### config.mk
export PLATFORM = sky130hd
export DESIGN_NAME = mfw_ctrl
export DESIGN_NICKNAME = d
export VERILOG_FILES = /design/src/mfw_pkg.sv /design/src/mfw_ctrl.sv
export SDC_FILE = /design/constraint.sdc
export NUM_CORES = 1
export LEC_CHECK = 0
export BUFFER_PORTS_ARGS = -buffer_cell sky130_fd_sc_hd__buf_4
export CAP_MARGIN = 20
export CORE_AREA = 5 5 42 44
export CTS_CLUSTER_SIZE = 16
export DETAILED_ROUTE_END_ITERATION = 8
export DIE_AREA = 0 0 47 49
export HOLD_SLACK_MARGIN = 0.1
export SLEW_MARGIN = 20
export SYNTH_ARGS = -nofsm -noshare
export SYNTH_HDL_FRONTEND = slang
export SYNTH_SLANG_ARGS = --single-unit
### constraint.sdc
create_clock -name clock -period 1.7 [get_ports clock]
set_clock_uncertainty 0.2 [all_clocks]
set_input_delay 0.34 -clock clock [delete_from_list [all_inputs] [get_ports clock]]
set_output_delay 0.34 -clock clock [all_outputs]
set_load 0.05 [all_outputs]
### src/mfw_pkg.sv
// Shared types and constants of the window median filter.
`default_nettype none

package mfw_pkg;

   // Field widths of the configuration registers and the item payloads
   localparam int SAMPLE_W   = 8;
   localparam int COORD_W    = 7;
   localparam int CHAN_W     = 2;
   localparam int WIDTH_W    = 8;
   localparam int HEIGHT_W   = 8;
   localparam int CHCOUNT_W  = 3;
   localparam int RADIUS_W   = 2;
   localparam int SIDE_W     = 3;
   localparam int RADIUS_REG_MAX = (1 << RADIUS_W) - 1;

   // Configuration port
   localparam int CSR_ADDR_W = 4;
   localparam int CSR_DATA_W = 32;

   localparam logic [1:0] REG_FRAME_WIDTH   = 2'd0;
   localparam logic [1:0] REG_FRAME_HEIGHT  = 2'd1;
   localparam logic [1:0] REG_CHANNEL_COUNT = 2'd2;
   localparam logic [1:0] REG_WINDOW_RADIUS = 2'd3;

   localparam logic [WIDTH_W-1:0]   FRAME_WIDTH_RST   = 8'd128;
   localparam logic [HEIGHT_W-1:0]  FRAME_HEIGHT_RST  = 8'd128;
   localparam logic [CHCOUNT_W-1:0] CHANNEL_COUNT_RST = 3'd1;
   localparam logic [RADIUS_W-1:0]  WINDOW_RADIUS_RST = 2'd1;

   // Operation and status codes
   localparam logic OP_WRITE     = 1'b0;
   localparam logic OP_QUERY     = 1'b1;
   localparam logic STATUS_OK    = 1'b0;
   localparam logic STATUS_RANGE = 1'b1;

   typedef struct packed {
      logic [WIDTH_W-1:0]   frame_width;
      logic [HEIGHT_W-1:0]  frame_height;
      logic [CHCOUNT_W-1:0] channel_count;
      logic [RADIUS_W-1:0]  window_radius;
   } cfg_type;

   typedef struct packed {
      logic                opcode;
      logic [COORD_W-1:0]  col;
      logic [COORD_W-1:0]  row;
      logic [CHAN_W-1:0]   chan;
      logic [SAMPLE_W-1:0] sample;
   } req_type;

   typedef struct packed {
      logic [SAMPLE_W-1:0] median_value;
      logic                status;
   } rsp_type;

   // Controller to datapath
   typedef struct packed {
      logic load;
      logic init;
      logic issue;
   } ctrl_cmd_type;

   // Datapath to controller
   typedef struct packed {
      logic range_err;
      logic scan_last;
      logic pipe_empty;
   } ctrl_sts_type;

endpackage

`default_nettype wire

### src/mfw_ctrl.sv
// Controller state machine: sequences one item through the datapath.
`default_nettype none

module mfw_ctrl
   import mfw_pkg::*;
(
   input  wire logic         clock,
   input  wire logic         reset,
   input  wire logic         start,
   input  wire ctrl_sts_type sts,
   output ctrl_cmd_type      cmd,
   output logic              busy,
   output logic              done
);

   typedef enum logic [4:0] {
      S_IDLE  = 5'b00001,
      S_CHECK = 5'b00010,
      S_SCAN  = 5'b00100,
      S_DRAIN = 5'b01000,
      S_DONE  = 5'b10000
   } state_type;

   state_type state_ff, state_in;

   always_comb begin
      state_in  = state_ff;
      cmd       = '0;
      case (state_ff)
         S_IDLE: begin
            if (start) begin
               cmd.load = 1'b1;
               state_in = S_CHECK;
            end
         end
         S_CHECK: begin
            cmd.init = 1'b1;
            state_in = sts.range_err ? S_DONE : S_SCAN;
         end
         S_SCAN: begin
            cmd.issue = 1'b1;
            if (sts.scan_last) begin
               state_in = S_DRAIN;
            end
         end
         S_DRAIN: begin
            if (sts.pipe_empty) begin
               state_in = S_DONE;
            end
         end
         S_DONE: begin
            state_in = S_IDLE;
         end
         default: begin
            state_in = S_IDLE;
         end
      endcase
   end

   always_ff @(posedge clock) begin
      if (reset) begin
         state_ff <= S_IDLE;
      end else begin
         state_ff <= state_in;
      end
   end

   assign busy = (state_ff != S_IDLE);
   assign done = (state_ff == S_DONE);

endmodule

`default_nettype wire
==> key figures <==
Outcome
  • Outcome: finished, violations left
  • Failing checks: setup timing

Timing
  • Final setup vio count: 5
  • Worst slew margin: 0.802
  • Worst slew pin tran: 0.293 ns
  • Peak Freq: 541 MHz
  • Final Cycle Share: 1.09
  • Fin crit period: 1.85 ns
  • RSZ-0062 raised after global routing: true
  • Count of final hold-check violations: 0
  • Max-slew violation count: 0
  • Final WS setup: -0.150 ns

Floorplan
  • Die area: 2300 um2
  • Horiz. Die Dim: 47 um
  • Boundary pin count: 11
  • FP Rows: 14
  • Initial core utilization: 0.218
  • Die H: 49 um
  • Placeable Area: 1400 um2

Power
  • VDD IR max: 382 uV
  • Pwr per Cell Area: 715 nW/um2
  • Sw frac: 0.336
  • Clock group share of total power: 0.360
  • Switching power: 0.000135 W
  • Combinational Power Share: 0.326
  • Flop pwr share: 0.314
  • Int Power: 0.000268 W
  • Pleak: 0.224 nW

Clock network
  • Clk_lat worst skew: 0.25 ns
  • Max Buffers Root-to-Sink: 2
  • # H-tree levels: 1
  • # clock sinks: 5
  • CTS tree: yes
  • Clock root cell: clkbuf_4
  • Total CTS buffers: 3
  • CTS clk-pin slew, worst paths: 0.05 ns

Finish
  • FF+latch area: 115 um2
  • Finished Layout Cells: 72
  • Fill count: 139
  • Max reg flops: 5
  • Largest Register: state_ff
  • Layout cell share with drive strength beyond 1: 0.607
  • Area Growth Syn to Fin: 84.4%
  • Final #Nets: 63
  • Area of the multi-input gates: 238 um2
  • Design area: 563 um2
  • Antenna cells: 0
  • Top flop regs: state_ff: 5 flops

Placed design
  • Hpwl dp: 638 um
  • Placed Cells incl. Taps: 65
  • IO buf count: 10
  • Dpl cell area: 459 um2
  • Gp weighted congestion: 0.752

Hold path
  • Worst hold path depth: 3
  • WHS Endpoint: state_ff[2]
  • HP Class: in2reg
  • Hold Startpoint: sts[2]

Synthesis
  • Compound-Gate Fraction of Synth Area: 0.148
  • Net count after synthesis: 42
  • Post-Syn Area: 305 um2
  • Seq/Total Area, Yosys: 0.328
  • FF+latch count, synth: 5
  • Post-Synth XOR/XNOR Area: 0.0287
  • Syn Area/Cell: 8.48 um2
  • Adder-cell area share of the yosys netlist: 0
  • Mux cell area share after synthesis: 0
  • Simple-gate share of the synthesized area: 0.455
  • Ys Warns: 0
  • Largest family of logic cells by synthesized area: simple AND/OR/NAND/NOR gates
  • Yosys cell types: 22
  • Synthesized netlist cell count: 36

Setup path
  • Critical Path Max Stage Delay: 0.43 ns
  • Critical path required time: 1.16 ns
  • CP Launch Type: flop
  • Critical path, cell by cell: or3_4, nor2_4, buf_6
  • R2r setup slk: 0.08 ns
  • R2R depth: 5
  • Crit path max fanout: 5
  • Worst path slowest cell: or3_4
  • FF-to-FF End: state_ff[0]
  • FF-to-FF Start: state_ff[3]
  • CP Data Arrival Time: 1.31 ns
  • Crit path kind: reg2out
  • Nature of the critical path endpoint: output pin

Global route
  • Largest net degree at the start of global routing: 8
  • Initial antenna violation count: 0
  • Grt total ovfl: 0
  • Overall routing resource usage: 0.0937
  • First-pass GRT wire length: 1520 um
  • Vias in the first global route: 366

Flow run
  • MaxCap Viol Count: 0

Drt
  • Final ANT Viol Nets: 0
  • Vias per cell: 4.97
  • WL/cell: 12.4 um
  • DRC viols: 0
  • DRT iter0 DRCs: 10
  • DR vias: 358
  • Total Wirelength: 895 um
  • Pre-antenna DRT Iters: 4
[power groups by stage]
stage | clock network, W | logic (W) | registers (W)
detailed placement | 0 | 0.000116 | 0.000132
global placement | 0 | 0.000115 | 0.000132
finish | 0.000145 | 0.000131 | 0.000126
CTS | 0.000147 | 0.000129 | 0.000129
floorplan | 0 | 0.0000807 | 0.000130
global route | 0.000164 | 0.000140 | 0.000127
[per-layer routing]
metal,track usage,routed length [um],up-vias
li1,-,-,179
met1,0.0947,358,162
met2,0.138,431,12
met3,0.0627,83,5
met4,0.0553,21,0
met5,0,0,-
[through the flow]
step           power, W  setup TNS [ns]   util  hold WS [ns]  setup WS, ns
2_1_floorplan  0.000210          -0.397      -         0.216        -0.136
3_3_place_gp   0.000247               0  0.328         0.332        0.0640
3_5_place_dp   0.000248               0  0.328         0.328        0.0494
4_1_cts        0.000406          -0.557  0.388         0.160        -0.145
5_1_grt        0.000431          -0.877  0.402         0.158        -0.217
6_report       0.000403          -0.553  0.402         0.161        -0.150
[critical path: cells and delay by family (launching register included)]
family / cells / cell delay [ns]
flops: 1 / 0.36
buf+inv: 1 / 0.16
simple gates: 2 / 0.55
[how the worst max path moves through the flow]
stage / start / endpoint / slack, ns / depth (start not counted)
final: state_ff[3] / cmd[1] / -0.15 / 3
after global routing: state_ff[1] / cmd[2] / -0.22 / 4
after CTS: state_ff[1] / cmd[2] / -0.14 / 4
after detailed placement: state_ff[3] / cmd[0] / 0.05 / 3
after global placement: state_ff[3] / cmd[0] / 0.06 / 3
after floorplan: state_ff[3] / cmd[0] / -0.14 / 3
[cell usage in the layout, fill, tap and decap left out]
cell / n
a31o_2: 1
nor3_2: 1
and3b_1: 1
or2b_1: 1
dfxtp_4: 4
dfxtp_1: 1
nand4b_1: 3
buf_6: 2
xor2_1: 1
a211o_1: 1
nand2_2: 1
nand2b_2: 1
buf_4: 13
nor4_4: 1
nand4bb_1: 1
o22a_2: 1
buf_8: 2
inv_1: 1
a211oi_1: 1
a21oi_1: 2
clkbuf_4: 3
or3_1: 1
nor2_4: 3
clkbuf_1: 1
dlygate4sd3_1: 1
or3_4: 1
nor4b_1: 1
nor3_1: 4
nor2_1: 1
[logic make-up (layout without fill, tap and decap cells)]
| group | after synthesis | count (layout) |
|---|---|---|
| AO/OA/AOI/OAI | 6 | 6 |
| buffers and inverters | 3 | 23 |
| flip-flops | 5 | 5 |
| XOR/XNOR | 1 | 1 |
| AND/OR/NAND/NOR | 21 | 21 |
[cell type report]
type | instances | area share
Timing Repair Buffer | 18 | 0.284
Inverter | 1 | 0.00667
Sequential cell | 5 | 0.204
Clock buffer | 4 | 0.0467
Multi-Input combinational cell | 28 | 0.422
Tap cell | 16 | 0.0356
[synthesized netlist by cell type]
master	instances	area share
xor2_1	1	0.029
or3_4	1	0.037
and3b_1	1	0.029
o22a_2	1	0.033
or3_1	1	0.021
nor4b_1	1	0.029
or2b_1	1	0.025
a211o_1	1	0.029
nor2_1	4	0.049
nor4_1	1	0.021
clkbuf_1	1	0.012
a211oi_1	1	0.025
nand4b_1	3	0.086
dfxtp_1	5	0.33
nand4bb_1	1	0.037
nand2b_2	1	0.029
a31o_2	1	0.029
a21oi_1	2	0.033
nor3_1	5	0.082
buf_2	1	0.016
nand2_1	1	0.012
inv_1	1	0.012
[timing repair]
item	4_1_cts	5_1_grt
setup buffers	1	1
gates resized for setup	13	4
hold buffers	1	0
pin swaps	6	2
hold endpoints to repair	2	0
setup endpoints to repair	5	5
(Power assumes the default switching activity.)
